## src/rtl/core/wts_pkg.sv

```systemverilog
`timescale 1ns / 1ps
`default_nettype none
package wts_pkg;

  localparam int RING_DEPTH = 64;
  localparam int IDX_W      = $clog2(RING_DEPTH);
  localparam int FILL_W     = IDX_W + 1;
  localparam int TIME_W     = 32;
  localparam int COUNT_W    = 32;
  localparam int FRAC_BITS  = 8;
  localparam int OUT_W      = 40;
  localparam int MARK_W     = TIME_W + COUNT_W;
  localparam int ADDR_W     = IDX_W + 1;

  // accumulator widths
  localparam int S1_W  = COUNT_W + IDX_W;
  localparam int SQ_W  = 2 * COUNT_W;
  localparam int S2_W  = SQ_W + IDX_W;
  localparam int ACC_W = S2_W + FILL_W;

  // divider and square root widths
  localparam int DIV_W      = ACC_W + 2 * FRAC_BITS;
  localparam int DEN_W      = 2 * IDX_W;
  localparam int DCNT_W     = $clog2(DIV_W + 1);
  localparam int SQRT_IN_W  = DIV_W + (DIV_W % 2);
  localparam int ROOT_W     = SQRT_IN_W / 2;
  localparam int REM_W      = ROOT_W + 3;
  localparam int SCNT_W     = $clog2(ROOT_W + 1);

  localparam logic [1:0] OP_ADD   = 2'd0;
  localparam logic [1:0] OP_CLEAN = 2'd1;
  localparam logic [1:0] OP_STATS = 2'd2;

  localparam logic [1:0] STS_OK       = 2'd0;
  localparam logic [1:0] STS_DROPPED  = 2'd1;
  localparam logic [1:0] STS_ZERO_WIN = 2'd2;

  typedef enum logic [4:0] {
    S_IDLE, S_EXEC, S_CL_RD, S_CL_CHK, S_CL_FIN, S_ST_RD, S_ST_CHK, S_ST_ACC,
    S_ST_POST, S_MEAN_GO, S_MEAN_WAIT, S_VAR_NS2, S_VAR_SQ, S_VAR_GO,
    S_VAR_WAIT, S_SQRT, S_DONE
  } state_t;

  typedef struct packed {
    logic busy;
    logic done;
  } unit_sts_t;

  function automatic logic [OUT_W-1:0] sat_out(input logic [DIV_W-1:0] v);
    logic [OUT_W-1:0] r;
    if (v[DIV_W-1:OUT_W] != '0) r = '1;
    else r = v[OUT_W-1:0];
    return r;
  endfunction

endpackage
`default_nettype wire

```

## src/rtl/core/wts_isqrt.sv

```systemverilog
`timescale 1ns / 1ps
`default_nettype none
module wts_isqrt (
  input  wire logic                           clk,
  input  wire logic                           rst_n,
  input  wire logic                           start,
  input  wire logic [wts_pkg::SQRT_IN_W-1:0]  radicand,
  output wts_pkg::unit_sts_t                  sts,
  output logic      [wts_pkg::ROOT_W-1:0]     root
);

  logic [wts_pkg::SQRT_IN_W-1:0] v_r;
  logic [wts_pkg::REM_W-1:0]     rem_r;
  logic [wts_pkg::ROOT_W-1:0]    root_r;
  logic [wts_pkg::SCNT_W-1:0]    cnt_r;
  logic                          busy_r;
  logic                          done_r;
  logic [wts_pkg::REM_W-1:0]     rem_sh;
  logic [wts_pkg::REM_W-1:0]     trial;
  logic                          ge;
  logic                          last;

  // two radicand bits per step, one root bit out
  assign rem_sh = {rem_r[wts_pkg::REM_W-3:0], v_r[wts_pkg::SQRT_IN_W-1 -: 2]};
  assign trial  = {1'b0, root_r, 2'b01};
  assign ge     = rem_sh >= trial;
  assign last   = busy_r && cnt_r == wts_pkg::SCNT_W'(wts_pkg::ROOT_W - 1);

  always_ff @(posedge clk) begin
    if (!rst_n) begin
      busy_r <= 1'b0;
      done_r <= 1'b0;
    end else begin
      done_r <= !start && last;
      if (start) begin
        busy_r <= 1'b1;
      end else if (last) begin
        busy_r <= 1'b0;
      end
    end
  end

  always_ff @(posedge clk) begin
    if (start) begin
      v_r    <= radicand;
      rem_r  <= '0;
      root_r <= '0;
      cnt_r  <= '0;
    end else if (busy_r) begin
      v_r    <= {v_r[wts_pkg::SQRT_IN_W-3:0], 2'b00};
      rem_r  <= ge ? rem_sh - trial : rem_sh;
      root_r <= {root_r[wts_pkg::ROOT_W-2:0], ge};
      cnt_r  <= cnt_r + 1'b1;
    end
  end

  assign sts.busy = busy_r;
  assign sts.done = done_r;
  assign root     = root_r;

endmodule
`default_nettype wire

```

## config.mk

```make
export PLATFORM = sky130hd
export DESIGN_NAME = wts_isqrt
export DESIGN_NICKNAME = d
export VERILOG_FILES = /design/src/rtl/core/wts_pkg.sv /design/src/rtl/core/wts_isqrt.sv
export SDC_FILE = /design/constraint.sdc
export NUM_CORES = 1
export LEC_CHECK = 0
export BUFFER_PORTS_ARGS = -buffer_cell sky130_fd_sc_hd__buf_2
export CORE_MARGIN = 1
export CORE_UTILIZATION = 35
export DETAILED_ROUTE_END_ITERATION = 16
export MAX_ROUTING_LAYER = met4
export PLACE_DENSITY = 0.56
export SYNTH_ARGS = -nofsm -noshare
export SYNTH_HDL_FRONTEND = slang
export SYNTH_SLANG_ARGS = --single-unit
```

## constraint.sdc

```tcl
create_clock -name clk -period 3.9 [get_ports clk]
set_input_delay 0.39 -clock clk [delete_from_list [all_inputs] [get_ports clk]]
set_output_delay 0.39 -clock clk [all_outputs]
set_load 0.01 [all_outputs]
```

* Word level (Yosys, flattened, before mapping)
Cells that the tools add are included.
Storage, ports and cells: bits in read-only memories 0, memories kept 0, register bits 197, latch bits 0, memory bits (writable) 0, output and inout bits 49
Operators by class: bitwise gates (word level) 0, eq/ne operators 1, add/sub/neg operators 2, divide/modulo/power cells 0, multipliers 0, shifts and indexed selects 0, reduce and logical (&&, ||, !) cells 5, muxes and demuxes 5, $lt $le $gt $ge 1
Operators by type and width (count):
- $mux W94 | 2
- $ge A50 B49 Y1 | 1
- $mux W48 | 1
- $sub A48 B48 Y48 | 1
- $add A6 B1 Y6 const B | 1
- $eq A6 B6 Y1 const B | 1
- $reduce_bool A2 Y1 | 2
- $logic_and A1 B1 Y1 | 2
- $mux W1 | 2
- $logic_not A1 Y1 | 1

* Longest topological paths before layout
depth in word-level cells 4, gate-level depth with buffers 14, depth with buffers taken out 10

* Worst setup path before layout
OpenSTA, ideal clock, no wires.
kind input to register, from in start, to reg v_r[0] (netlist name) (enable), stages 4, setup time 0.447 ns, path buffers 2, arrival time 2.718 ns, slack 0.735 ns, cells stage by stage clkbuf_1 -> nor2_1 -> clkbuf_1 -> inv_1
On the way: cells in the longest elaborated chain, start to end 1
Ends and longest elaborated chain:
- start, declared | RTL line wts_isqrt.sv:6 | input wire logic start,
- $reduce_bool A2 Y1 (no source line)
- end signal, assigned | RTL line wts_isqrt.sv:45 | v_r <= radicand;
- end signal, assigned | RTL line wts_isqrt.sv:50 | v_r <= {v_r[wts_pkg::SQRT_IN_W-3:0], 2'b00};
- end, declared | RTL line wts_isqrt.sv:12 | logic [wts_pkg::SQRT_IN_W-1:0] v_r;
No other way between the ends. A chain may end at the register's enable or synchronous reset.

* Final worst setup path
from reg root_r, in the netlist root[35], to reg rem_r[27] (netlist name)
On the way: cells in the longest elaborated chain, start to end 2
Ends and longest elaborated chain:
- start, declared | RTL line wts_isqrt.sv:14 | logic [wts_pkg::ROOT_W-1:0] root_r;
- start signal, assigned | RTL line wts_isqrt.sv:52 | root_r <= {root_r[wts_pkg::ROOT_W-2:0], ge};
- $ge A50 B49 Y1 | RTL line wts_isqrt.sv:26 | assign ge = rem_sh >= trial;
- $mux W48 | RTL line wts_isqrt.sv:51 | rem_r <= ge ? rem_sh - trial : rem_sh;
- end signal, assigned | RTL line wts_isqrt.sv:51
- end, declared | RTL line wts_isqrt.sv:13 | logic [wts_pkg::REM_W-1:0] rem_r;
No other way between the ends.

==> flow_summary.yaml <==
outcome:
  outcome: "completed"
min_path:
  hp-class: "primary input to register"
sta:
  finalCriticalPeriod_ns: 3.50
  setup_slack_ns: 0.403
  clock_skew_ns: 0.0140
  setup_tns_ns: 0
  rsz0062_at_grt: "no"
  tightest_slew_ns: 0.960
  drv_slew: 0
  hold_viol: 0
  fin_crit_sh_pct: 89.7
  setup_violations: 0
  fmax_ghz: 0.286
  max_slew_margin_pct: 36.0
job:
  maxCapViolCount: 0
worst_setup_path:
  cp-startpoint: "root[35]"
  reg2regPathDepth: 11
  regToRegSetupSlack_ns: 0.40
  cp-end-kind: "register"
  r2r-end: "rem_r[27]"
  crit_chain: "inv_1 -> ha_1 -> a21o_1 -> o21bai_1 -> a21oi_1 -> o211ai_1 -> a2111o_1 -> a21oi_4 -> buf_4 -> nand2_1 -> a311oi_1"
  critPathMaxStageDelay_ns: 0.59
  crit_type: "register to register"
  arrival_ns: 3.83
  worstPathRequired_ns: 4.24
  path_max_fanout: 23
  crit_path_start_kind: "register"
  crit_path_top_delay_cell: "a21oi_4"
  endpoint: "rem_r[27]"
  r2r-start: "root[35]"
synth:
  synth_nets: 1322
  synth_edf_count: 94
  syn_area_um2: 11400
  seq_area_frac_synth_pct: 42.8
  async_reset_ff_share_pct: 0
  ys_seq_elements: 197
  avgSynthCellArea_um2: 9.71
  synth_warnings: 0
  netlist-cell-type-count: 76
  syn_inst: 1174
  yosys_most_used_dff: "dfxtp_1"
global_route:
  grt_use_total_pct: 17.8
  grt_max_degree: 179
  grt_overflow: 0
  first_global_vias: 8861
  grt_pass1_wl_um: 45700
  antenna_found_initial: 12
pwr:
  clockPowerShare_pct: 18.7
  p_switching_uw: 4080
  power.internal_uw: 5210
  switching_share_pct: 43.9
  power_frac_comb_pct: 53.4
  vdd_ir_drop_max_mv: 0.367
  power.density_nw_per_um2: 716
  seqPwrFrac_pct: 28.0
  p_leak_uw: 0.00521
finish:
  fin_area_um2: 13000
  final_layout_size_suffix_gt1_share_pct: 23.5
  final_common_cell: "buf_2"
  area_growth_pct: 13.8
  fin_nets: 1417
  layout_common_cells: "144 x buf_2, 123 x nor2_1, 117 x nand2_1, 102 x dfxtp_1, 94 x edfxtp_1"
  fillers: 3249
clock_tree:
  numCtsBuffers: 17
  post-cts-setup-buffers: 0
  h-tree-depth: 4
  postCtsHoldBufs: 0
  cts_tree: "done"
  cts_buffer_depth: 2
  cts_root_buffer: "clkbuf_16"
  clkTransAtPathRegs_ns: 0.08
  clock_sinks: 197
  ctsResizeCount: 0
  clk_latency_ns: 0.45
die:
  start_util_pct: 35.8
  pin_count: 146
  die_x_um: 182
  dieArea_um2: 33300
  die_h_um: 182
  core_um2: 31800
  rows: 65
detailed_routing:
  wl_um: 28200
  vias_per_cell: 5.18
  drc_errors: 0
  wire_per_inst_um: 16.3
  antenna_left: 0
  dr.pass1.iters: 5
  num_vias: 8951
  drt_iter0_drc: 713
placement:
  pre_cts_ws_ns: 0.460
  place_congestion: 0.869
  place_area_um2: 12400
  dp_hpwl_um: 19800
  portBuffers: 145
-- power groups by stage --
stage | combinational, µW | clock (µW) | sequential, µW
2_1_floorplan | 3840 | 0 | 2600
3_3_place_gp | 4890 | 0 | 2640
3_5_place_dp | 4900 | 0 | 2640
4_1_cts | 4930 | 1780 | 2600
5_1_grt | 5510 | 1860 | 2630
6_report | 4950 | 1730 | 2600
-- state kept, by name, summed over array words and instances, names as in the netlist --
name	cells
root	47
rem_r	48
v_r	94
busy_r	1
done_r	1
cnt_r	6
-- cell usage after synthesis (5+ instances only) --
library cell    n  area share (%)
inv_1          62             2.0
a21o_1         15            0.99
nor2_1        123             4.1
nand2_1       117             3.9
ha_1           51             5.6
nand4_1        28             1.5
buf_6           6            0.59
and2_1          8            0.44
or3_1           5            0.27
o21a_1         13            0.86
o31ai_1         7            0.46
dfxtp_1       103              18
and3_1          7            0.38
nor3_1         11            0.48
a311oi_1       28             2.2
edfxtp_1       94              25
buf_4           6            0.40
o21ai_0        49             2.2
xnor2_1        20             1.5
a21oi_1        62             2.7
a32oi_1        14             1.1
nand2b_1        7            0.38
buf_2          30             1.3
xor2_1         14             1.1
nand3_1        24             1.1
o21ai_1         6            0.26
mux2_2         92             9.1
mux2i_1        49             4.3
clkbuf_1       37             1.2
-- final cells by class --
cell class                 instances  area (µm²)  area share (%)
antenna                           12        30.0           0.231
clock buffer                      19         443            3.41
sequential                       197        4890            37.7
tap                              435         544            4.19
inverter                          62         234            1.80
multi-input combinational        834        5860            45.2
timing repair buffer             157         860            6.62
clock inverter                    13         113           0.868
-- cell families (layout without fill, tap and decap cells) --
kind of cell	Yosys count	after routing	synth area share [%]
simple gates	358	358	14.5
compound gates	250	250	15.3
flops	197	197	42.8
buf+inv	143	251	5.78
mux	141	141	13.4
fa+ha+maj	51	51	5.60
xor+xnor	34	34	2.61
other cells	0	12	0
-- how the worst min path moves through the flow --
stage | start | end | depth (start not counted)
floorplan | rem_r[0] | rem_r[0] | 2
global placement | rem_r[46] | rem_r[46] | 2
detailed placement | rem_r[46] | rem_r[46] | 2
CTS | rst_n | done_r | 2
global route | rst_n | done_r | 2
finish | rst_n | done_r | 2
-- per-stage QoR --
| stage | cells | hold WS [ns] | total power [µW] | utilization (%) |
|---|---|---|---|---|
| 2_1_floorplan | 1174 | 0.442 | 6430 | - |
| 3_3_place_gp | 1685 | 0.469 | 7530 | 39.0 |
| 3_5_place_dp | 1685 | 0.477 | 7540 | 39.0 |
| 4_1_cts | 1717 | 0.187 | 9310 | 40.7 |
| 5_1_grt | 1729 | 0.182 | 10000 | 40.8 |
| 6_report | 1729 | 0.193 | 9290 | 40.8 |
-- layer usage --
metal,wire [µm],vias up,GRT usage [%]
met5,0,-,-
met4,374,0,5.08
met3,1920,23,5.37
met2,12600,202,27.2
met1,13300,4243,22.5
li1,-,4483,-
-- critical path, delay by kind of cell (launching register included) --
family / cells / cell delay [ns]
adders and majority gates: 1 / 0.44
and+or+nand+nor: 1 / 0.08
DFF: 1 / 0.38
buffers and inverters: 2 / 0.42
AOI/OAI and AO/OA: 7 / 2.08
(Power assumes the default switching activity.)
