**src/rtl/core/wts_pkg.sv**
```systemverilog
`timescale 1ns / 1ps
`default_nettype none
package wts_pkg;

  localparam int RING_DEPTH = 64;
  localparam int IDX_W      = $clog2(RING_DEPTH);
  localparam int FILL_W     = IDX_W + 1;
  localparam int TIME_W     = 32;
  localparam int COUNT_W    = 32;
  localparam int FRAC_BITS  = 8;
  localparam int OUT_W      = 40;
  localparam int MARK_W     = TIME_W + COUNT_W;
  localparam int ADDR_W     = IDX_W + 1;

  // accumulator widths
  localparam int S1_W  = COUNT_W + IDX_W;
  localparam int SQ_W  = 2 * COUNT_W;
  localparam int S2_W  = SQ_W + IDX_W;
  localparam int ACC_W = S2_W + FILL_W;

  // divider and square root widths
  localparam int DIV_W      = ACC_W + 2 * FRAC_BITS;
  localparam int DEN_W      = 2 * IDX_W;
  localparam int DCNT_W     = $clog2(DIV_W + 1);
  localparam int SQRT_IN_W  = DIV_W + (DIV_W % 2);
  localparam int ROOT_W     = SQRT_IN_W / 2;
  localparam int REM_W      = ROOT_W + 3;
  localparam int SCNT_W     = $clog2(ROOT_W + 1);

  localparam logic [1:0] OP_ADD   = 2'd0;
  localparam logic [1:0] OP_CLEAN = 2'd1;
  localparam logic [1:0] OP_STATS = 2'd2;

  localparam logic [1:0] STS_OK       = 2'd0;
  localparam logic [1:0] STS_DROPPED  = 2'd1;
  localparam logic [1:0] STS_ZERO_WIN = 2'd2;

  typedef enum logic [4:0] {
    S_IDLE, S_EXEC, S_CL_RD, S_CL_CHK, S_CL_FIN, S_ST_RD, S_ST_CHK, S_ST_ACC,
    S_ST_POST, S_MEAN_GO, S_MEAN_WAIT, S_VAR_NS2, S_VAR_SQ, S_VAR_GO,
    S_VAR_WAIT, S_SQRT, S_DONE
  } state_t;

  typedef struct packed {
    logic busy;
    logic done;
  } unit_sts_t;

  function automatic logic [OUT_W-1:0] sat_out(input logic [DIV_W-1:0] v);
    logic [OUT_W-1:0] r;
    if (v[DIV_W-1:OUT_W] != '0) r = '1;
    else r = v[OUT_W-1:0];
    return r;
  endfunction

endpackage
`default_nettype wire

```
**src/rtl/core/wts_divider.sv**
```systemverilog
`timescale 1ns / 1ps
`default_nettype none
module wts_divider (
  input  wire logic                       clk,
  input  wire logic                       rst_n,
  input  wire logic                       start,
  input  wire logic [wts_pkg::DIV_W-1:0]  dividend,
  input  wire logic [wts_pkg::DEN_W-1:0]  divisor,
  output wts_pkg::unit_sts_t              sts,
  output logic      [wts_pkg::DIV_W-1:0]  quotient
);

  logic [wts_pkg::DIV_W-1:0]  q_r;
  logic [wts_pkg::DEN_W-1:0]  r_r;
  logic [wts_pkg::DEN_W-1:0]  d_r;
  logic [wts_pkg::DCNT_W-1:0] cnt_r;
  logic                       busy_r;
  logic                       done_r;
  logic [wts_pkg::DEN_W:0]    trial;
  logic [wts_pkg::DEN_W:0]    diff;
  logic                       ge;
  logic                       last;

  // one restoring step per cycle, msb first
  assign trial = {r_r, q_r[wts_pkg::DIV_W-1]};
  assign ge    = trial >= {1'b0, d_r};
  assign diff  = trial - {1'b0, d_r};
  assign last  = busy_r && cnt_r == wts_pkg::DCNT_W'(wts_pkg::DIV_W - 1);

  always_ff @(posedge clk) begin
    if (!rst_n) begin
      busy_r <= 1'b0;
      done_r <= 1'b0;
    end else begin
      done_r <= !start && last;
      if (start) begin
        busy_r <= 1'b1;
      end else if (last) begin
        busy_r <= 1'b0;
      end
    end
  end

  always_ff @(posedge clk) begin
    if (start) begin
      q_r   <= dividend;
      r_r   <= '0;
      d_r   <= divisor;
      cnt_r <= '0;
    end else if (busy_r) begin
      q_r   <= {q_r[wts_pkg::DIV_W-2:0], ge};
      r_r   <= ge ? diff[wts_pkg::DEN_W-1:0] : trial[wts_pkg::DEN_W-1:0];
      cnt_r <= cnt_r + 1'b1;
    end
  end

  assign sts.busy = busy_r;
  assign sts.done = done_r;
  assign quotient = q_r;

endmodule
`default_nettype wire

```
**config.mk**
```make
export PLATFORM = sky130hd
export DESIGN_NAME = wts_divider
export DESIGN_NICKNAME = d
export VERILOG_FILES = /design/src/rtl/core/wts_pkg.sv /design/src/rtl/core/wts_divider.sv
export SDC_FILE = /design/constraint.sdc
export NUM_CORES = 1
export LEC_CHECK = 0
export ABC_AREA = 1
export ABC_CLOCK_PERIOD_IN_PS = 7000
export BUFFER_PORTS_ARGS = -buffer_cell sky130_fd_sc_hd__clkbuf_2
export CORE_UTILIZATION = 34
export CTS_BUF_LIST = sky130_fd_sc_hd__clkbuf_4
export CTS_CLUSTER_SIZE = 40
export DETAILED_ROUTE_END_ITERATION = 16
export GPL_ROUTABILITY_DRIVEN = 0
export PLACE_DENSITY = 0.62
export SYNTH_ARGS = -nofsm -noshare
export SYNTH_HDL_FRONTEND = slang
export SYNTH_SLANG_ARGS = --single-unit
```
**constraint.sdc**
```tcl
create_clock -name clk -period 7 [get_ports clk]
set_input_delay 0.35 -clock clk [delete_from_list [all_inputs] [get_ports clk]]
set_output_delay 0.35 -clock clk [all_outputs]
set_load 0.01 [all_outputs]
```
* After elaboration in Yosys (flattened, before gate mapping)
Index checks and enable logic that the tools add are counted.
Widths: inputs -> output; s select.
** Word-level totals
- Flip-flop bits (word level) :: 126
- Bits of input ports :: 108
- Output and inout port bits :: 95
- Logic and storage cells :: 20
** Cells by class
- $add $sub $neg :: 2
- Magnitude comparators :: 1
- Eq/ne operators :: 1
- Muxes and demuxes :: 5
- Reductions and logical operators :: 5
** Operators by type and width (number)
- $mux 93 :: 2
- $ge 13x12->1 :: 1
- $mux 12 :: 1
- $sub 12x12->12 :: 1
- $add 7x1->7 const B :: 1
- $eq 7x7->1 const B :: 1
- $reduce_bool 2->1 :: 2
- $logic_and 1x1->1 :: 2
- $mux 1 :: 2
- $logic_not 1->1 :: 1

* Depth between registers and ports, before layout
Gate-level depths: netlist (run 1).
- Depth in word-level cells :: 4
- Depth in mapped cells :: 12
- Gate-level depth less buffers :: 12

* Worst setup path after synthesis (run 1)
OpenSTA, ideal clock, no wires.
- Path kind :: input port to flip-flop
- From :: input start
- To :: register q_r (netlist bit quotient[0]), enable pin
- Setup time :: 0.448 ns
- Arrival time :: 2.395 ns
- Required time :: 6.552 ns
- Setup slack :: 4.157 ns
- Stages :: 3
- Path buffers :: 1
- Cell sequence :: buf_2 nor2_1 inv_1
** On the way
- Longest elaborated chain between the ends :: 1
** RTL lines
- start: declaration :: RTL line wts_divider.sv:6 : input wire logic start,
- $reduce_bool 2->1 (no line)
- end signal: assignment :: RTL line wts_divider.sv:46 : q_r <= dividend;
- end signal: assignment :: RTL line wts_divider.sv:51 : q_r <= {q_r[wts_pkg::DIV_W-2:0], ge};
- end: declaration :: RTL line wts_divider.sv:13 : logic [wts_pkg::DIV_W-1:0] q_r;
No other way between the ends.
A chain may end at the register's enable or synchronous reset.

* Worst setup path in the final report (run 1)
- From :: register busy_r
- To :: register q_r (netlist bit quotient[18]), enable pin
** On the way
- Longest elaborated chain between the ends :: 1
** RTL lines
- start: declaration :: RTL line wts_divider.sv:17 : logic busy_r;
- start signal: assignment :: RTL line wts_divider.sv:32 : busy_r <= 1'b0;
- start signal: assignment :: RTL line wts_divider.sv:37 : busy_r <= 1'b1;
- start signal: assignment :: RTL line wts_divider.sv:39 : busy_r <= 1'b0;
- $reduce_bool 2->1 (no line)
No other way between the ends.

==> results of run 1 <==
sequential cells by signal, summed over array words and instances, names as in the netlist:
| register | flops |
|---|---|
| done_r | 1 |
| busy_r | 1 |
| cnt_r | 7 |
| quotient | 93 |
| d_r | 12 |
| r_r | 12 |
final timing paths:
check / start / to / slack, ps
worst min-delay path: dividend[77] / quotient[77] / 70
worst max-delay path: busy_r / quotient[18] / 4590
worst max register to register: busy_r / quotient[18] / 4590
worst min register to register: r_r[0] / r_r[0] / 480
final cells by class:
type | count | area (sq um)
Clock buffer | 19 | 143
Multi-Input combinational cell | 481 | 2140
Antenna cell | 1 | 2.50
Tap cell | 225 | 282
Sequential cell | 126 | 3570
Fill cell | 1730 | 9670
Timing Repair Buffer | 218 | 1170
Inverter | 60 | 228
Clock inverter | 13 | 148
power groups by stage:
stage	Sequential (mW)	Combinational, mW	Clock [mW]
6_report	0.932	0.256	0.526
5_1_grt	0.941	0.288	0.570
4_1_cts	0.933	0.260	0.545
3_5_place_dp	0.948	0.255	0
3_3_place_gp	0.951	0.250	0
2_1_floorplan	0.969	0.107	0
logic make-up (layout without fill, tap and decap cells):
kind of cell | count (synthesis) | after routing | synth area share [%]
simple gates | 446 | 446 | 29.9
flops | 126 | 126 | 58.8
buf+inv | 89 | 310 | 5.97
fa+ha+maj | 15 | 15 | 3.21
compound gates | 15 | 15 | 1.46
xor+xnor | 5 | 5 | 0.720
other cells | 0 | 1 | 0
what timing repair did:
item | 4_1_cts | 5_1_grt
resized for setup | 0 | 0
setup endpoints to repair | 0 | 0
endpoints found under the hold margin | 13 | 0
hold buffers | 13 | 0
critical path: stages (launching register included):
cell,delay (ps)
dfxtp_1,380
nor2_1,790
inv_4,310
buf_4,500
layer usage:
layer  share of wire, %  vias to the layer above
met5                  0                        -
met2                 48                      181
li1                   -                     2638
met4                1.4                        0
met1                 42                     2390
met3                8.0                       18
metrics by stage:
stage	cell area, sq um	util, %	std cells
finish	7690	44.3	1143
global route	7690	44.3	1143
CTS	7680	44.3	1142
detailed placement	7260	41.8	1097
global placement	7260	41.8	1097
floorplan	6080	-	696
cell usage after synthesis (all sizes together):
cell / instances
ha: 14
nand3: 30
xnor2: 4
inv: 60
edfxtp: 105
o21ai: 6
fa: 1
nor3: 5
nand2: 373
a21boi: 1
buf: 9
nand4: 14
clkbuf: 20
and3: 1
dfxtp: 21
nand3b: 1
xor2: 1
a21oi: 8
nor2: 22
==> metrics.md, run 1 <==
| Metric | Value |
|---|---|
| Vias/cell | `4.57` |
| Die Y | `136 um` |
| Slew @ Worst Pin | `1010 ps` |
| Power share of the clock group | `30.7%` |
| Area delta synth->final | `26.4%` |
| Count of different cell masters after synthesis | `29` |
| First-pass GRT wire length | `25000 um` |
| Share of post-route cells with drive strength above 1 | `27.5%` |
| Mapped Area | `0.00608 sq mm` |
| LEAKAGE | `3.93 nW` |
| Ports | `203` |
| Sequential share of power | `54.4%` |
| Worst EP arrival | `2580 ps` |
| Worst EP required | `7160 ps` |
| DR WL/cell | `13.9 um` |
| Unrepaired setup endpoints after global routing | `false` |
| Nets | `1027` |
| Pwr dens | `223 mW/mm^2` |
| Via count | `5227` |
| H-tree depth | `4` |
| Detailed Routing Iterations Pass 1 | `4` |
| Cells after synthesis | `696` |
| GR Util All Layers | `18.0%` |
| Avg Inst Size Synth | `8.74 sq um` |
| # DRC | `0` |
| Pre-CTS WS | `4240 ps` |
| Dpl hpwl | `11300 um` |
| Power Total | `1.72 mW` |
| GR Overflow Total | `0` |
| GRT busiest layer | `met2` |
| Status | `complete, no violations` |
| Initial Util | `35.0%` |
| Area share of the largest cell type after synthesis | `51.9%` |
| Setup TNS | `0 ps` |
| Post-synthesis sequential area ratio | `58.8%` |
| Pin count of the biggest net entering global routing | `90` |
| Final Hold Viols | `0` |
| Core ar. | `0.0174 sq mm` |
| Slew Viols, Final | `0` |
| Initial antenna violation count | `1` |
| Combinational fraction of design power | `15.0%` |
| Global-route track usage on met1 | `21.9%` |
| CTS tree | `done` |
| Routed Antenna Nets | `0` |
| Sw Pwr | `0.469 mW` |
| Crit Path Category | `flip-flop to flip-flop` |
| Slew HR | `32.3%` |
| Die area | `0.0184 sq mm` |
| Worst-path fanout max | `73` |
| Minimum clock period | `2410 ps` |
| Number of global-route vias before repair | `4941` |
| #FFs+latches synth | `126` |
| Worst setup EP type | `flip-flop` |
| Post-Syn Nets | `819` |
| Max Clk Rate | `0.414 GHz` |
| TritonCTS Sinks | `126` |
| Port Buffer Count | `202` |
| Most frequent cells in the layout | `nand2_1 (370), clkbuf_2 (201), edfxtp_1 (105)` |
| R2R cell count | `3` |
| Row count | `48` |
| Setup Viol. Count Final | `0` |
| Clk root buf | `clkbuf_4` |
| DRT iter0 DRCs | `273` |
| Sw frac | `27.4%` |
| Hold path cells | `3` |
| Critical path startpoint category | `flip-flop` |
| Clock Skews | `22.6 ps` |
| Routing usage on met2 | `28.7%` |
| Clock latency on the worst-skew pair | `530 ps` |
| Clock transition at the registers of the reported paths | `120 ps` |
| Worst setup margin | `4590 ps` |
| Leading area contributor after synthesis | `edfxtp_1` |
| Yosys warns | `0` |
| DRT Wirelength | `15800 um` |
| Internal power | `1.25 mW` |
| Chip Width | `136 um` |
| Worst VDD drop | `147 uV` |
| Hold Path Class | `primary input to flip-flop` |
| Commonest non-fill, non-tap cell in the layout | `nand2_1` |
| Max_cap viols | `0` |
| TritonCTS Buffers | `17` |
| Clock Tree Buf Depth | `2` |
| Postcts setup bufs | `0` |
| Top cells by area, synth | `edfxtp_1 (52%), nand2_1 (23%), dfxtp_1 (6.9%)` |
| Final hold slack | `72.9 ps` |
| Met3 GRT Util | `7.30%` |
| Final period util | `34.5%` |
(Power assumes the default switching activity.)
==> inputs of run 2 (changes only) <==
--- a/config.mk
+++ b/config.mk
@@ -5,15 +5,15 @@
 export SDC_FILE = /design/constraint.sdc
 export NUM_CORES = 1
 export LEC_CHECK = 0
-export ABC_AREA = 1
-export ABC_CLOCK_PERIOD_IN_PS = 7000
+export ABC_AREA = 0
+export ABC_CLOCK_PERIOD_IN_PS = 2200
 export BUFFER_PORTS_ARGS = -buffer_cell sky130_fd_sc_hd__clkbuf_2
 export CORE_UTILIZATION = 34
 export CTS_BUF_LIST = sky130_fd_sc_hd__clkbuf_4
 export CTS_CLUSTER_SIZE = 40
 export DETAILED_ROUTE_END_ITERATION = 16
 export GPL_ROUTABILITY_DRIVEN = 0
-export PLACE_DENSITY = 0.62
+export PLACE_DENSITY = 0.64
 export SYNTH_ARGS = -nofsm -noshare
 export SYNTH_HDL_FRONTEND = slang
 export SYNTH_SLANG_ARGS = --single-unit
==> constraint.sdc (replaced) <==
create_clock -name clk -period 2.2 [get_ports clk]
set_input_delay 0.11 -clock clk [delete_from_list [all_inputs] [get_ports clk]]
set_output_delay 0.11 -clock clk [all_outputs]
set_load 0.01 [all_outputs]
==> run 2 against run 1 <==
Net effect:
- non-clock buffer count rose by 106
- critical endpoint is now r_r[9]
- clock power grew to 3.1 times the previous value
- total power rose to 3.5 times the previous value
- routed wire length down 2.6%
- critical path type unchanged
- global-route usage decreased by 0.17 points
- die area shrank 4.7%
==> metrics.md, run 2 <==
| Metric | Value |
|---|---|
| Row count | `47 (-2.1%)` |
| Power Total | `5.93 mW (+250%)` |
| Final period util | `95.8% (+61 points)` |
| Die Y | `133 um (-2.4%)` |
| Count of different cell masters after synthesis | `42 (+45%)` |
| Slew @ Worst Pin | `536 ps (-476 ps)` |
| Yosys warns | `0 (unchanged)` |
| Share of post-route cells with drive strength above 1 | `49.3% (+22 points)` |
| DRT iter0 DRCs | `183 (-33%)` |
| Top FF cell, synth | `edfxtp_1` |
| Routed Antenna Nets | `0 (unchanged)` |
| DRT Wirelength | `15400 um (-2.6%)` |
| Clock transition at the registers of the reported paths | `130 ps (about the same)` |
| Via count | `4617 (-12%)` |
| First-pass GRT wire length | `24300 um (-2.7%)` |
| Core ar. | `0.0166 sq mm (-4.5%)` |
| Area share of the largest cell type after synthesis | `54.5% (+2.6 points)` |
| Clock Skews | `18.0 ps (-4.61 ps)` |
| Most frequent cells after synthesis | `edfxtp_1 (105), mux2_2 (93), nand2_1 (25)` |
| Critical path startpoint category | `flip-flop` |
| Port Buffer Count | `202 (unchanged)` |
| Final Hold Viols | `0 (unchanged)` |
| Max Clk Rate | `0.475 GHz (+15%)` |
| Slew Viols, Final | `0 (unchanged)` |
| Top cells by area, synth | `edfxtp_1 (54%), mux2_2 (18%), dfxtp_1 (7.3%)` |
| TritonCTS Buffers | `17 (unchanged)` |
| Avg Inst Size Synth | `14.2 sq um (+62%)` |
| Post-synthesis sequential area ratio | `61.7% (+2.9 points)` |
| Worst-path fanout max | `6 (-92%)` |
| Crit Path Category | `flip-flop to flip-flop` |
| Vias/cell | `4.78 (+4.5%)` |
| Hold Path Class | `primary input to flip-flop` |
| Clock Tree Buf Depth | `2 (unchanged)` |
| Worst EP required | `2630 ps (-4530 ps)` |
| Ports | `203 (unchanged)` |
| TritonCTS Sinks | `126 (unchanged)` |
| Number of flops mapped to enable cells by yosys | `105 (unchanged)` |
| Max reg flops | `93 (unchanged)` |
| Mapped Area | `0.00579 sq mm (-4.8%)` |
| DR WL/cell | `16.0 um (+15%)` |
| Count leader, synth | `edfxtp_1` |
| GR Util All Layers | `17.8% (-0.17 points)` |
| Post-Syn Nets | `531 (-35%)` |
| Most frequent cells in the layout | `clkbuf_2 (201), dlygate4sd3_1 (107), edfxtp_1 (105)` |
| Initial Util | `34.9% (-0.12 points)` |
| Nets | `855 (-17%)` |
| Worst EP arrival | `2530 ps (-50 ps)` |
| Dpl hpwl | `9860 um (-13%)` |
| Area delta synth->final | `49.8%` |
| Leading area contributor after synthesis | `edfxtp_1` |
| Clk root buf | `clkbuf_4` |
| # DRC | `0 (unchanged)` |
| Pwr dens | `683 mW/mm^2 (+210%)` |
| Pin count of the biggest net entering global routing | `91 (+1.1%)` |
| H-tree depth | `4 (unchanged)` |
| LEAKAGE | `3.59 nW (-8.6%)` |
| Number of global-route vias before repair | `4986 (+0.91%)` |
| Commonest non-fill, non-tap cell in the layout | `clkbuf_2` |
| #FFs+latches synth | `126 (unchanged)` |
| Worst setup margin | `92.8 ps (-4490 ps)` |
| Die area | `0.0176 sq mm (-4.7%)` |
| Worst VDD drop | `383 uV (+160%)` |
| Detailed Routing Iterations Pass 1 | `4 (unchanged)` |
| GR Overflow Total | `0 (unchanged)` |
| Max_cap viols | `0 (unchanged)` |
| Minimum clock period | `2110 ps (-307 ps)` |
| Worst setup EP type | `flip-flop` |
| Pre-CTS WS | `12.7 ps (-4230 ps)` |
| Cells after synthesis | `408 (-41%)` |
| Setup Viol. Count Final | `0 (unchanged)` |
| Initial antenna violation count | `1 (unchanged)` |
| Chip Width | `133 um (-2.4%)` |
| Status | `complete, no violations` |
| Clock latency on the worst-skew pair | `530 ps (about the same)` |
| CTS tree | `done` |
| Slew HR | `64.3% (+32 points)` |
| Async set-or-reset flop fraction in the synthesized netlist | `0% (unchanged)` |
## run 2: cell types whose count changed after synthesis, moves of 5 or more
cell      delta
xor2_1       +7
a311oi_1     +7
nand4_1     -12
inv_1       -39
clkbuf_1     -7
or3_1        +5
nand2_1    -345
mux2_2      +93
nor2_1       +5
nand3_1     -20
## run 2: path summary, 6_finish.rpt
kind                   start     end  slack (ps)  cells after the start
hold reg to reg     cnt_r[6]  done_r         510                      2
hold / removal    divisor[7]  d_r[7]         280                      2
setup reg to reg     d_r[10]  r_r[9]          90                      9
setup / recovery     d_r[10]  r_r[9]          90                      9
## run 2: cell type report
cell class | count | area [sq um]
Fill cell | 1445 | 7910
Sequential cell | 126 | 3570
Timing Repair Buffer | 324 | 2250
Multi-Input combinational cell | 245 | 2230
Tap cell | 220 | 275
Clock inverter | 14 | 143
Clock buffer | 18 | 135
Inverter | 18 | 71.3
Antenna cell | 1 | 2.50
## run 2: metrics by stage
stage          TNS (ps)  hold slack [ps]  utilization, %  instances  area, sq um
4_1_cts               0              234            51.3        963         8510
2_1_floorplan    -11740              209               -        408         5810
6_report              0              284            52.3        966         8670
3_5_place_dp          0              289            43.0        822         7130
3_3_place_gp          0              287            43.0        822         7130
5_1_grt           -80.9              224            52.3        966         8670
## run 2: worst max-delay path: stages (launching register included)
cell      delay [ps]
edfxtp_1         380
inv_1             60
ha_1             260
a21oi_2          210
o21ai_1          140
nor2_2           220
a21o_1           220
buf_4            170
nand2_1           70
a311oi_2         280
## run 2: cell families after synthesis
family | Yosys count | share of synthesized area (%)
DFF | 126 | 61.7
muxes | 96 | 18.7
and+or+nand+nor | 72 | 5.66
AOI/OAI and AO/OA | 51 | 6.29
buffers and inverters | 37 | 2.61
adders and majority gates | 15 | 3.37
xor gates and xnor gates | 11 | 1.66
## run 2: report_power, final
part / switching [mW] / total (mW) / internal [mW]
sequential: 0.138 / 3.00 / 2.86
clock: 0.957 / 1.64 / 0.686
combinational: 0.607 / 1.28 / 0.674
total: 1.70 / 5.93 / 4.22
## run 2: repair_timing
| action | in CTS | in global routing |
|---|---|---|
| gates resized for setup | 1 | 26 |
| pin swaps | 1 | 4 |
| setup buffers | 2 | 2 |
| setup endpoints to repair | 1 | 12 |
| endpoints found under the hold margin | 119 | 0 |
| hold buffers | 107 | 0 |
## run 2: routing by layer
layer / vias up / share of wire, % / track usage (%)
li1: 2189 / - / -
met1: 2234 / 39 / 19.3
met2: 168 / 52 / 31.6
met3: 26 / 6.4 / 6.44
met4: 0 / 2.0 / 6.77
met5: - / 0 / 0
==> inputs of run 3 (changes only) <==
--- a/config.mk
+++ b/config.mk
@@ -6,14 +6,14 @@
 export NUM_CORES = 1
 export LEC_CHECK = 0
 export ABC_AREA = 0
-export ABC_CLOCK_PERIOD_IN_PS = 2200
+export ABC_CLOCK_PERIOD_IN_PS = 2500
 export BUFFER_PORTS_ARGS = -buffer_cell sky130_fd_sc_hd__clkbuf_2
 export CORE_UTILIZATION = 34
 export CTS_BUF_LIST = sky130_fd_sc_hd__clkbuf_4
 export CTS_CLUSTER_SIZE = 40
 export DETAILED_ROUTE_END_ITERATION = 16
 export GPL_ROUTABILITY_DRIVEN = 0
-export PLACE_DENSITY = 0.64
+export PLACE_DENSITY = 0.62
 export SYNTH_ARGS = -nofsm -noshare
 export SYNTH_HDL_FRONTEND = slang
 export SYNTH_SLANG_ARGS = --single-unit
==> constraint.sdc (replaced) <==
create_clock -name clk -period 2.5 [get_ports clk]
set_input_delay 0.125 -clock clk [delete_from_list [all_inputs] [get_ports clk]]
set_output_delay 0.125 -clock clk [all_outputs]
set_load 0.01 [all_outputs]
==> run 3 against run 2 <==
Net effect:
- worst setup slack improved by 93 ps
- sequential cell count is the same
- via count fell by 2.6%
- sequential share of layout area rose by 1.0 points
- utilization down 1.3 points
- non-clock buffer count shrank 9
- critical path depth down 1
- clock power decreased by 3%
- global-route usage fell by 1.1 points
- critical endpoint is now r_r[0]
==> metrics.md, run 3 (synthesis results as in run 2) <==
| Metric | Value |
|---|---|
| Die Y | `133 um (unchanged)` |
| Setup Viol. Count Final | `0 (unchanged)` |
| Clk root buf | `clkbuf_4` |
| Hold Path Class | `primary input to flip-flop` |
| Slew HR | `67.1% (+2.8 points)` |
| Clock Skews | `13.7 ps (-4.31 ps)` |
| Max Clk Rate | `0.432 GHz (-8.9%)` |
| Via count | `4496 (-2.6%)` |
| Slew Viols, Final | `0 (unchanged)` |
| Worst-path fanout max | `7 (+1)` |
| GR Overflow Total | `0 (unchanged)` |
| Setup TNS | `0 ps (unchanged)` |
| Minimum clock period | `2310 ps (+207 ps)` |
| Hold path cells | `3 (+1)` |
| Final Cell Area | `0.00846 sq mm (-2.5%)` |
| Slew @ Worst Pin | `494 ps (-42.5 ps)` |
| Clock Tree Buf Depth | `2 (unchanged)` |
| GR Util All Layers | `16.7% (-1.1 points)` |
| Dpl hpwl | `9450 um (-4.1%)` |
| DR WL/cell | `15.0 um (-6.1%)` |
| CTS tree | `done` |
| DRT iter0 DRCs | `150 (-18%)` |
| Met3 Wirelength | `960 um (-3.5%)` |
| Max reg flops | `93 (unchanged)` |
| Ports | `203 (unchanged)` |
| Chip Width | `133 um (unchanged)` |
| Pwr dens | `619 mW/mm^2 (-9.4%)` |
| Critical path startpoint category | `flip-flop` |
| Max_cap viols | `0 (unchanged)` |
| H-tree depth | `4 (unchanged)` |
| Port Buffer Count | `202 (unchanged)` |
| Worst EP required | `2940 ps (+310 ps)` |
| # fillers | `1448 (+0.21%)` |
| Family with the most delay on the worst path | `compound AO/OA/AOI/OAI gates` |
| Final hold slack | `92.7 ps (-191 ps)` |
| Worst setup margin | `186 ps (+93.2 ps)` |
| Initial antenna violation count | `1 (unchanged)` |
| Final Hold Viols | `0 (unchanged)` |
| Area delta synth->final | `46.1%` |
| Max incr delay on CP | `350 ps (-30 ps)` |
| TritonCTS Sinks | `126 (unchanged)` |
| LEAKAGE | `3.55 nW (-1.2%)` |
| Crit Path Category | `flip-flop to flip-flop` |
| Pre-CTS WS | `150 ps (+137 ps)` |
| DP Area | `0.00708 sq mm (-0.67%)` |
| Number of global-route vias before repair | `4635 (-7.0%)` |
| Share of post-route cells with drive strength above 1 | `46.2% (-3.1 points)` |
| Crit path cell chain | `inv_1 > ha_1 > a21oi_1 > o211ai_1 > nand2_1 > a21o_1 > mux2_4 > a211oi_2` |
| Status | `complete, no violations` |
| Die area | `0.0176 sq mm (unchanged)` |
| Slowest stage cell, crit path | `edfxtp_1` |
| Met2 WL | `7000 um (-13%)` |
| First-pass GRT wire length | `22800 um (-5.9%)` |
| Non-Filler Instances | `957 (-0.93%)` |
| Detailed Routing Iterations Pass 1 | `4 (unchanged)` |
| Worst VDD drop | `357 uV (-6.7%)` |
| TritonCTS Buffers | `17 (unchanged)` |
| DP Cell Count | `818 (-0.49%)` |
| Vias/cell | `4.70 (-1.7%)` |
| # DRC | `0 (unchanged)` |
| Final period util | `92.6% (-3.2 points)` |
| Clock latency on the worst-skew pair | `520 ps (about the same)` |
| Post-Route Utilization | `51.0% (-1.3 points)` |
| Commonest non-fill, non-tap cell in the layout | `clkbuf_2` |
| Most frequent cells in the layout | `clkbuf_2 (201), dlygate4sd3_1 (106), edfxtp_1 (105)` |
| R2R cell count | `8 (-1)` |
| Initial Util | `34.9% (unchanged)` |
| Routed Antenna Nets | `0 (unchanged)` |
| Met1 WL | `6030 um (-0.79%)` |
| Top Metal Used | `met4` |
| Unrepaired setup endpoints after global routing | `false` |
| Worst path bufs/invs | `1 (-1)` |
| Worst setup EP type | `flip-flop` |
| Row count | `47 (unchanged)` |
| Worst EP arrival | `2760 ps (+230 ps)` |
| DRT Wirelength | `14400 um (-6.9%)` |
| Crit path depth | `8 (-1)` |
| Power Total | `5.24 mW (-12%)` |
| Nets | `846 (-1.1%)` |
| Clock transition at the registers of the reported paths | `110 ps (-20 ps)` |
| Core ar. | `0.0166 sq mm (unchanged)` |
| Pin count of the biggest net entering global routing | `74 (-19%)` |
## run 3: cell types whose count changed in the layout (fill, tap and decap cells not counted), moves of 3 or more
cell	previous run	this run
a21oi_1	5	9
a21oi_2	4	0
buf_4	12	6
inv_6	3	0
ha_1	8	14
ha_4	6	0
## run 3: area by class of cell
cell class	count	area (sq um)	share of cell area, %
Tap cell	220	275	3.25
Sequential cell	126	3570	42.2
Clock buffer	20	150	1.77
Multi-Input combinational cell	245	2070	24.4
Antenna cell	1	2.50	0.0296
Timing Repair Buffer	315	2150	25.4
Clock inverter	12	169	2.00
Inverter	18	71.3	0.843
## run 3: power by group
| part | total [mW] | leakage [nW] | internal [mW] | switching, mW |
|---|---|---|---|---|
| sequential | 2.63 | 1.22 | 2.52 | 0.114 |
| clock | 1.59 | 0.164 | 0.818 | 0.768 |
| combinational | 1.02 | 2.16 | 0.530 | 0.490 |
| total | 5.24 | 3.55 | 3.87 | 1.37 |
## run 3: worst reg2reg max path, cell delays in order (launching register included)
cell      delay [ps]
edfxtp_1         350
inv_1             40
ha_1             330
a21oi_1          340
o211ai_1         140
nand2_1          180
a21o_1           310
mux2_4           340
a211oi_2         200
## run 3: per-layer routing
layer  GRT usage, %  vias to the layer above
met2           27.0                      165
met5              0                        -
met4           7.92                        0
met1           19.7                     2133
li1               -                     2171
met3           6.21                       27
## run 3: what timing repair did
| action | in CTS | in global routing |
|---|---|---|
| endpoints found under the hold margin | 107 | 0 |
| gates resized for setup | 0 | 1 |
| setup buffers | 0 | 0 |
| hold buffers | 106 | 0 |
| endpoints found under the setup margin | 0 | 2 |
## run 3: final timing paths
check / start / slack, ps / to
hold / removal: start / 90 / r_r[1]
hold reg to reg: cnt_r[6] / 510 / done_r
setup / recovery: d_r[4] / 190 / r_r[0]
setup reg to reg: d_r[4] / 190 / r_r[0]
